--- config.mk ---
export PLATFORM = sky130hd
export DESIGN_NAME = rk4s_ctrl
export DESIGN_NICKNAME = d
export VERILOG_FILES = /design/src/design/rk4s_pkg.sv /design/src/design/rk4s_ctrl.sv
export VERILOG_INCLUDE_DIRS = /design/src /design/src/design
export SDC_FILE = /design/constraint.sdc
export NUM_CORES = 1
export LEC_CHECK = 0
export BUFFER_PORTS_ARGS = -buffer_cell sky130_fd_sc_hd__clkbuf_2
export CAP_MARGIN = 20
export CORE_ASPECT_RATIO = 1.1
export CORE_MARGIN = 8
export CORE_UTILIZATION = 32
export CTS_BUF_LIST = sky130_fd_sc_hd__clkbuf_8
export CTS_CLUSTER_SIZE = 40
export DETAILED_ROUTE_END_ITERATION = 12
export PLACE_DENSITY = 0.58
export SLEW_MARGIN = 20
export SYNTH_ARGS = -nofsm -noshare
export SYNTH_HDL_FRONTEND = slang
export SYNTH_SLANG_ARGS = --single-unit
--- constraint.sdc ---
create_clock -name clk -period 4.5 [get_ports clk]
set_input_delay 0.45 -clock clk [delete_from_list [all_inputs] [get_ports clk]]
set_output_delay 0.45 -clock clk [all_outputs]
set_load 0.01 [all_outputs]
--- src/design/assert_macros.svh ---
// ----------------------------------------------------------------------------
// assert_macros.svh
// Shorthand for the clocked concurrent assertions used in the RTL.
// ----------------------------------------------------------------------------
`ifndef ASSERT_MACROS_SVH
`define ASSERT_MACROS_SVH

// Same-cycle implication, disabled during reset.
`define ASSERT_IMPLY(label, clk, rst, ante, cons) \
  label: assert property (@(posedge clk) disable iff (rst) (ante) |-> (cons)) \
    else $error("assertion failed");

// Next-cycle implication, disabled during reset.
`define ASSERT_NEXT(label, clk, rst, ante, cons) \
  label: assert property (@(posedge clk) disable iff (rst) (ante) |=> (cons)) \
    else $error("assertion failed");

`endif

--- src/design/rk4s_pkg.sv ---
// ----------------------------------------------------------------------------
// rk4s_pkg
// Shared types, codes and saturation helpers of the RK4 rotor integrator.
// ----------------------------------------------------------------------------
`default_nettype none

package rk4s_pkg;

  localparam int VALUE_FRAC_BITS_DEF = 16;
  localparam int ANGLE_FRAC_BITS_DEF = 32;

  localparam int CFG_INDEX_W = 3;
  localparam int CFG_DATA_W  = 48;

  localparam logic [CFG_INDEX_W-1:0] REG_INERTIA       = 3'd0;
  localparam logic [CFG_INDEX_W-1:0] REG_DAMPING       = 3'd1;
  localparam logic [CFG_INDEX_W-1:0] REG_LOAD_TORQUE   = 3'd2;
  localparam logic [CFG_INDEX_W-1:0] REG_PROBE_ENABLED = 3'd3;
  localparam logic [CFG_INDEX_W-1:0] REG_INITIAL_ANGLE = 3'd4;
  localparam logic [CFG_INDEX_W-1:0] REG_INITIAL_SPEED = 3'd5;

  localparam logic signed [31:0] INERTIA_RESET = 32'sd65536;

  // Datapath operations issued by the controller.
  localparam logic [3:0] OP_NONE    = 4'd0;
  localparam logic [3:0] OP_ACCEPT  = 4'd1;
  localparam logic [3:0] OP_DMUL    = 4'd2;
  localparam logic [3:0] OP_NET     = 4'd3;
  localparam logic [3:0] OP_KSET    = 4'd4;
  localparam logic [3:0] OP_KMUL    = 4'd5;
  localparam logic [3:0] OP_WNEXT   = 4'd6;
  localparam logic [3:0] OP_HMUL    = 4'd7;
  localparam logic [3:0] OP_LMUL    = 4'd8;
  localparam logic [3:0] OP_PADD    = 4'd9;
  localparam logic [3:0] OP_XDIV    = 4'd10;
  localparam logic [3:0] OP_APPLY   = 4'd11;
  localparam logic [3:0] OP_PUBLISH = 4'd12;

  typedef struct packed {
    logic [3:0] op;
    logic [1:0] stage;
  } rk4s_cmd_t;

  typedef struct packed {
    logic integ;
    logic div_busy;
  } rk4s_stat_t;

  function automatic logic signed [31:0] sat32(input logic signed [67:0] x);
    logic signed [67:0] hi;
    logic signed [67:0] lo;
    hi = 68'sd2147483647;
    lo = -68'sd2147483648;
    if (x > hi) begin
      sat32 = 32'sh7fffffff;
    end else if (x < lo) begin
      sat32 = 32'sh80000000;
    end else begin
      sat32 = x[31:0];
    end
  endfunction

  function automatic logic signed [47:0] sat48(input logic signed [67:0] x);
    logic signed [67:0] hi;
    logic signed [67:0] lo;
    hi = 68'sd140737488355327;
    lo = -68'sd140737488355328;
    if (x > hi) begin
      sat48 = 48'sh7fffffffffff;
    end else if (x < lo) begin
      sat48 = 48'sh800000000000;
    end else begin
      sat48 = x[47:0];
    end
  endfunction

endpackage

`default_nettype wire

--- src/design/rk4s_ctrl.sv ---
// ----------------------------------------------------------------------------
// rk4s_ctrl
// Sequencer of the RK4 step: four acceleration passes, then the two updates;
// load beats and skipped steps go straight to publication.
`default_nettype none
`include "assert_macros.svh"

module rk4s_ctrl (
  input  wire logic                 clk,
  input  wire logic                 rst,
  input  wire logic                 in_valid,
  output logic                      in_stall,
  output logic                      out_valid,
  input  wire logic                 out_stall,
  input  wire rk4s_pkg::rk4s_stat_t stat,
  output rk4s_pkg::rk4s_cmd_t       cmd
);

  import rk4s_pkg::*;

  localparam logic [3:0] S_IDLE  = 4'd0;
  localparam logic [3:0] S_CHECK = 4'd1;
  localparam logic [3:0] S_DMUL  = 4'd2;
  localparam logic [3:0] S_NET   = 4'd3;
  localparam logic [3:0] S_DWAIT = 4'd4;
  localparam logic [3:0] S_KSET  = 4'd5;
  localparam logic [3:0] S_KMUL  = 4'd6;
  localparam logic [3:0] S_WNEXT = 4'd7;
  localparam logic [3:0] S_HMUL  = 4'd8;
  localparam logic [3:0] S_LMUL  = 4'd9;
  localparam logic [3:0] S_PADD  = 4'd10;
  localparam logic [3:0] S_XDIV  = 4'd11;
  localparam logic [3:0] S_XWAIT = 4'd12;
  localparam logic [3:0] S_APPLY = 4'd13;
  localparam logic [3:0] S_PUB   = 4'd14;

  logic [3:0] state, state_next;
  logic [1:0] stage, stage_next;
  logic       out_valid_next;
  logic       slot_free;

  assign in_stall  = (state != S_IDLE);
  assign slot_free = !out_valid || !out_stall;

  always_comb begin
    state_next     = state;
    stage_next     = stage;
    cmd.op         = OP_NONE;
    cmd.stage      = stage;
    out_valid_next = out_valid && out_stall;
    case (state)
      S_IDLE: begin
        if (in_valid) begin
          cmd.op     = OP_ACCEPT;
          stage_next = 2'd0;
          state_next = S_CHECK;
        end
      end
      S_CHECK: state_next = stat.integ ? S_DMUL : S_PUB;
      S_DMUL: begin
        cmd.op     = OP_DMUL;
        state_next = S_NET;
      end
      S_NET: begin
        cmd.op     = OP_NET;
        state_next = S_DWAIT;
      end
      S_DWAIT: begin
        if (!stat.div_busy) begin
          state_next = S_KSET;
        end
      end
      S_KSET: begin
        cmd.op = OP_KSET;
        if (stage == 2'd3) begin
          stage_next = 2'd0;
          state_next = S_HMUL;
        end else begin
          state_next = S_KMUL;
        end
      end
      S_KMUL: begin
        cmd.op     = OP_KMUL;
        state_next = S_WNEXT;
      end
      S_WNEXT: begin
        cmd.op     = OP_WNEXT;
        stage_next = stage + 2'd1;
        state_next = S_DMUL;
      end
      S_HMUL: begin
        cmd.op     = OP_HMUL;
        state_next = S_LMUL;
      end
      S_LMUL: begin
        cmd.op     = OP_LMUL;
        state_next = S_PADD;
      end
      S_PADD: begin
        cmd.op     = OP_PADD;
        state_next = S_XDIV;
      end
      S_XDIV: begin
        cmd.op     = OP_XDIV;
        state_next = S_XWAIT;
      end
      S_XWAIT: begin
        if (!stat.div_busy) begin
          state_next = S_APPLY;
        end
      end
      S_APPLY: begin
        cmd.op = OP_APPLY;
        if (stage == 2'd0) begin
          stage_next = 2'd1;
          state_next = S_HMUL;
        end else begin
          state_next = S_PUB;
        end
      end
      S_PUB: begin
        if (slot_free) begin
          cmd.op         = OP_PUBLISH;
          out_valid_next = 1'b1;
          state_next     = S_IDLE;
        end
      end
      default: state_next = S_IDLE;
    endcase
  end

  always_ff @(posedge clk) begin
    if (rst) begin
      state     <= S_IDLE;
      stage     <= '0;
      out_valid <= 1'b0;
    end else begin
      state     <= state_next;
      stage     <= stage_next;
      out_valid <= out_valid_next;
    end
  end

  // A result register must never be overwritten while its beat is stalled.
  `ASSERT_IMPLY(a_pub_slot, clk, rst, cmd.op == OP_PUBLISH, !out_valid || !out_stall)
  // Once a beat is taken in, no other is taken until the result is out.
  `ASSERT_NEXT(a_one_item, clk, rst, in_valid && !in_stall, in_stall)
  // The acceleration is only read after the divider has finished.
  `ASSERT_IMPLY(a_kset_div, clk, rst, cmd.op == OP_KSET, !stat.div_busy)
  // A stalled result stays valid.
  `ASSERT_NEXT(a_out_hold, clk, rst, out_valid && out_stall, out_valid)

endmodule

`default_nettype wire

### After elaboration in Yosys (flattened, before gate mapping)

Cells that the tools add are included.

* add/sub/neg operators: 1
* equality and inequality tests: 21
* multiplexer cells: 17
* reduce and logical (&&, ||, !) cells: 10

Operators with widths (number)
* $pmux 4 s15: 1
* $pmux 4 s12: 1
* $eq 4x4->1 const B: 7
* $mux 4: 7
* $eq 4x3->1 const B: 4
* $ne 2x2->1 const B: 6
* $eq 4x2->1 const B: 2
* $pmux 2 s4: 1
* $reduce_and 4->1: 2
* $reduce_bool 4->1: 2
* $mux 2: 3
* $eq 4x1->1 const B: 1
* $logic_not 4->1: 1
* $mux 1: 3
* $mux 3: 1
* $add 2x1->2 const B: 1
* $eq 2x2->1 const B: 1
* $logic_not 1->1: 2
* $logic_not 2->1: 1
* $logic_and 1x1->1: 1
* $logic_or 1x1->1: 1

* register bits after elaboration: 7
* input port bits: 6
* output and inout port bits: 8
* logic and storage cells: 52

### Depth between registers and ports, before layout

* depth after elaboration: 4
* depth in mapped cells: 6
* mapped depth without buffers: 5

### Worst setup path after synthesis

Ideal clock, no wire load.

* path kind: reg-to-output
* start point: register state[1]
* end point: output cmd[4] (netlist name)
* arrival: 1119 ps
* required time: 4050 ps
* slack: 2931 ps
* cell stages (with the launch flop): 6
* buffers on the path: 2
* cells stage by stage: dfxtp_1 > buf_2 > clkbuf_1 > a21boi_0 > o21ai_0 > o31ai_1

RTL lines
* start: declaration: line rk4s_ctrl.sv:37 `logic [3:0] state, state_next;`
* start signal: assignment: line rk4s_ctrl.sv:138 `state <= state_next;`
* end: declaration: line rk4s_ctrl.sv:16 `output rk4s_pkg::rk4s_cmd_t cmd`

==> parameters.txt <==
Parameter                              Value

Logic synthesis
  Flops & latches, synth ... 7
  Synthesized instance count ... 79
  Average cell area after synthesis ... 7.98 um2
  Share of synthesized area occupied by flip-flops and latches ... 0.222
  Post-synth cell types ... 36
  Summed instance area of the synthesized netlist ... 631 um2
  YS warnings ... 0
  Total nets after synthesis ... 87

STA
  Worst Tran Pin Value ... 647 ps
  Worst-case setup margin in the final layout ... 2360 ps
  Slew Limit Headroom ... 0.568
  Share of the clock period used by the worst path ... 0.475
  Clock skew ... 10.2 ps
  Accumulated negative setup slack ... 0 ps
  Fmax ... 468 MHz
  Final hold vios ... 0
  Final setup violation count ... 0
  RSZ-0062 raised after global routing ... false
  Fin Hold WS ... 481 ps
  Final number of max-transition violations ... 0
  Final worst path period need ... 2140 ps

CTS
  Resized cells post-CTS ... 0
  Htree depth ... 1
  Clock root buffer ... clkbuf_8
  Setup repair bufs after CTS ... 0
  CTS tree ... built
  TritonCTS sink count ... 7
  Total clock buffers created by CTS ... 3
  Clk_lat worst skew ... 230 ps
  Clock transition at the registers of the reported paths ... 50 ps
  Number of buffers on the longest clock path ... 2
  CTS hold repair buffers ... 0

Floorplanning
  Starting density of the core ... 0.326
  Full die area ... 3650 um2
  I/O Pins ... 14
  Area of the core ... 1940 um2
  Chip Width ... 58.3 um
  Chip Height ... 62.6 um
  Number of placement rows ... 17

Global route
  Number of global-route vias before repair ... 560
  Global-route wire length before repair ... 2500 um
  Overall routing resource usage ... 0.0871
  Global route total overflow ... 0
  Number of antenna violations at the first check in global routing ... 0
  Pin count of the biggest net entering global routing ... 20

Run
  Total of max-cap violations ... 0

Routing
  Vias ... 584
  Avg WL per Cell ... 12.7 um
  Total iterations of the first detailed-routing run ... 4
  Total detailed-routing wirelength ... 1480 um
  Residual antenna-violating net count after detailed routing ... 0
  Vias per cell ... 5.03
  Initial DRC count ... 15
  DRC errors left ... 0

Run status
  Result of the run ... finished, final reports clean

Worst setup path
  CP Max Fanout ... 19
  Worst Reg2Reg Path Length in Cells ... 4
  CP Class ... flop to primary output
  Arrival time at the worst endpoint ... 1690 ps
  Worst endpoint required time ... 4050 ps
  Start of the worst register-to-register path ... state[3]$_SDFFE_PP0P_
  Crit end category ... primary output
  Origin of the worst setup path ... state[2]$_SDFFE_PP0P_
  Startpoint type of the worst setup path ... flop

Pwr
  Power share of the combinational group ... 0.361
  Net switching power of the design ... 0.130 mW
  Power per Cell Area ... 438 nW/um2
  Overall power ... 0.318 mW
  Pint ... 0.188 mW
  Relative contribution of sequential cells to total power ... 0.353
  Largest voltage drop on the vdd net ... 0.275 mV
  Static leakage power ... 0.290 nW
  Clock share of power ... 0.286
  Switching Share ... 0.409

Final layout
  Most used cells in the layout excluding fill and tap cells ... clkbuf_2, nor2b_1, dfxtp_1
  Utilization of the core after routing ... 0.375
  Proportion of layout cells with a drive suffix above 1 ... 0.284
  Count of non-filler cells in the finished layout ... 116
  Most common library cell in the layout ignoring fill and taps ... clkbuf_2
  Antenna Diode Count ... 0
  Finished layout cell area ... 726 um2
  Area Overhead vs Synth ... 15.1%
  Nets ... 97

Place
  Count of buffers inserted at the top-level ports ... 13
  Detailed Place HPWL ... 1110 um
  Dpl cells ... 112
  Placement-stage cell area ... 679 um2
  DP Worst Slack ... 2610 ps
  Routability congestion estimate from global placement ... 0.760

Worst hold path
  HP Start ... out_stall
  Hold crit path type ... primary input to flop
  Number of stages on the worst hold path ... 3
cell usage after synthesis:
master / number / area [um2]
buf_2: 2 / 10.0
a21oi_2: 1 / 8.76
buf_4: 1 / 7.51
dfxtp_1: 7 / 140
o21a_1: 1 / 7.51
nand2b_1: 2 / 12.5
and4_4: 1 / 11.3
nand4b_1: 1 / 8.76
o31ai_1: 1 / 7.51
a31oi_1: 3 / 18.8
inv_1: 4 / 15.0
mux2_4: 1 / 15.0
o21ai_1: 2 / 10.0
ha_1: 2 / 25.0
nand2_4: 1 / 11.3
clkbuf_1: 2 / 7.51
nor2_1: 3 / 11.3
o21bai_1: 1 / 7.51
a21oi_1: 6 / 30.0
nor3b_1: 1 / 7.51
nor3_1: 3 / 15.0
a21boi_0: 2 / 15.0
o21ai_0: 4 / 20.0
nor3_2: 1 / 10.0
a221oi_1: 1 / 8.76
nand2_1: 6 / 22.5
a21o_1: 2 / 15.0
o221ai_1: 1 / 8.76
o32ai_1: 1 / 8.76
a2111oi_4: 1 / 27.5
nor4_2: 1 / 12.5
nand3b_1: 2 / 15.0
or2_4: 1 / 8.76
buf_6: 2 / 22.5
nor2b_1: 7 / 43.8
buf_1: 1 / 3.75
worst paths after layout:
check	to	slack, ps
min reg2reg	out_valid$_SDFF_PP0_	500
max reg2reg	stage[0]$_SDFFE_PP0P_	2670
min	out_valid$_SDFF_PP0_	480
max	cmd[2]	2360
metal layers:
metal  up-vias  GRT usage  share of wire
li1        301          -              -
met1       266     0.0955           0.46
met2        17      0.142           0.48
met3         0     0.0412          0.064
met4         0     0.0276              0
met5         -          0              0
cell type report:
type	instances	area (um2)
clock inverters	1	5.00
inverters	4	15.0
multi-input cells	60	424
well taps	28	35.0
flip-flops and latches	7	140
repair buffers	13	65.1
clock buffers	3	41.3
fillers	216	1210
cells by family after synthesis:
| family | share of synthesized area |
|---|---|
| multiplexers | 0.0238 |
| AND/OR/NAND/NOR | 0.302 |
| AO/OA/AOI/OAI | 0.308 |
| adder cells (fa/ha/maj) | 0.0397 |
| buffers and inverters | 0.105 |
| flip-flops | 0.222 |
flip-flops by register name, indices dropped and copies added (netlist names):
name,cells
out_valid,1
stage,2
state,4
power by group through the flow:
stage | Sequential [mW] | Combinational [mW] | Clock, mW
after floorplan | 0.0767 | 0.129 | 0
after global placement | 0.112 | 0.115 | 0
after detailed placement | 0.113 | 0.116 | 0
after CTS | 0.112 | 0.117 | 0.0936
after global routing | 0.117 | 0.128 | 0.0965
final | 0.112 | 0.115 | 0.0908
critical path, stage by stage, from the launching register on:
cell	delay, ps
dfxtp_1	720
nor2b_1	340
o21ai_0	140
o221ai_1	80
clkbuf_2	170
(Power assumes the default switching activity.)
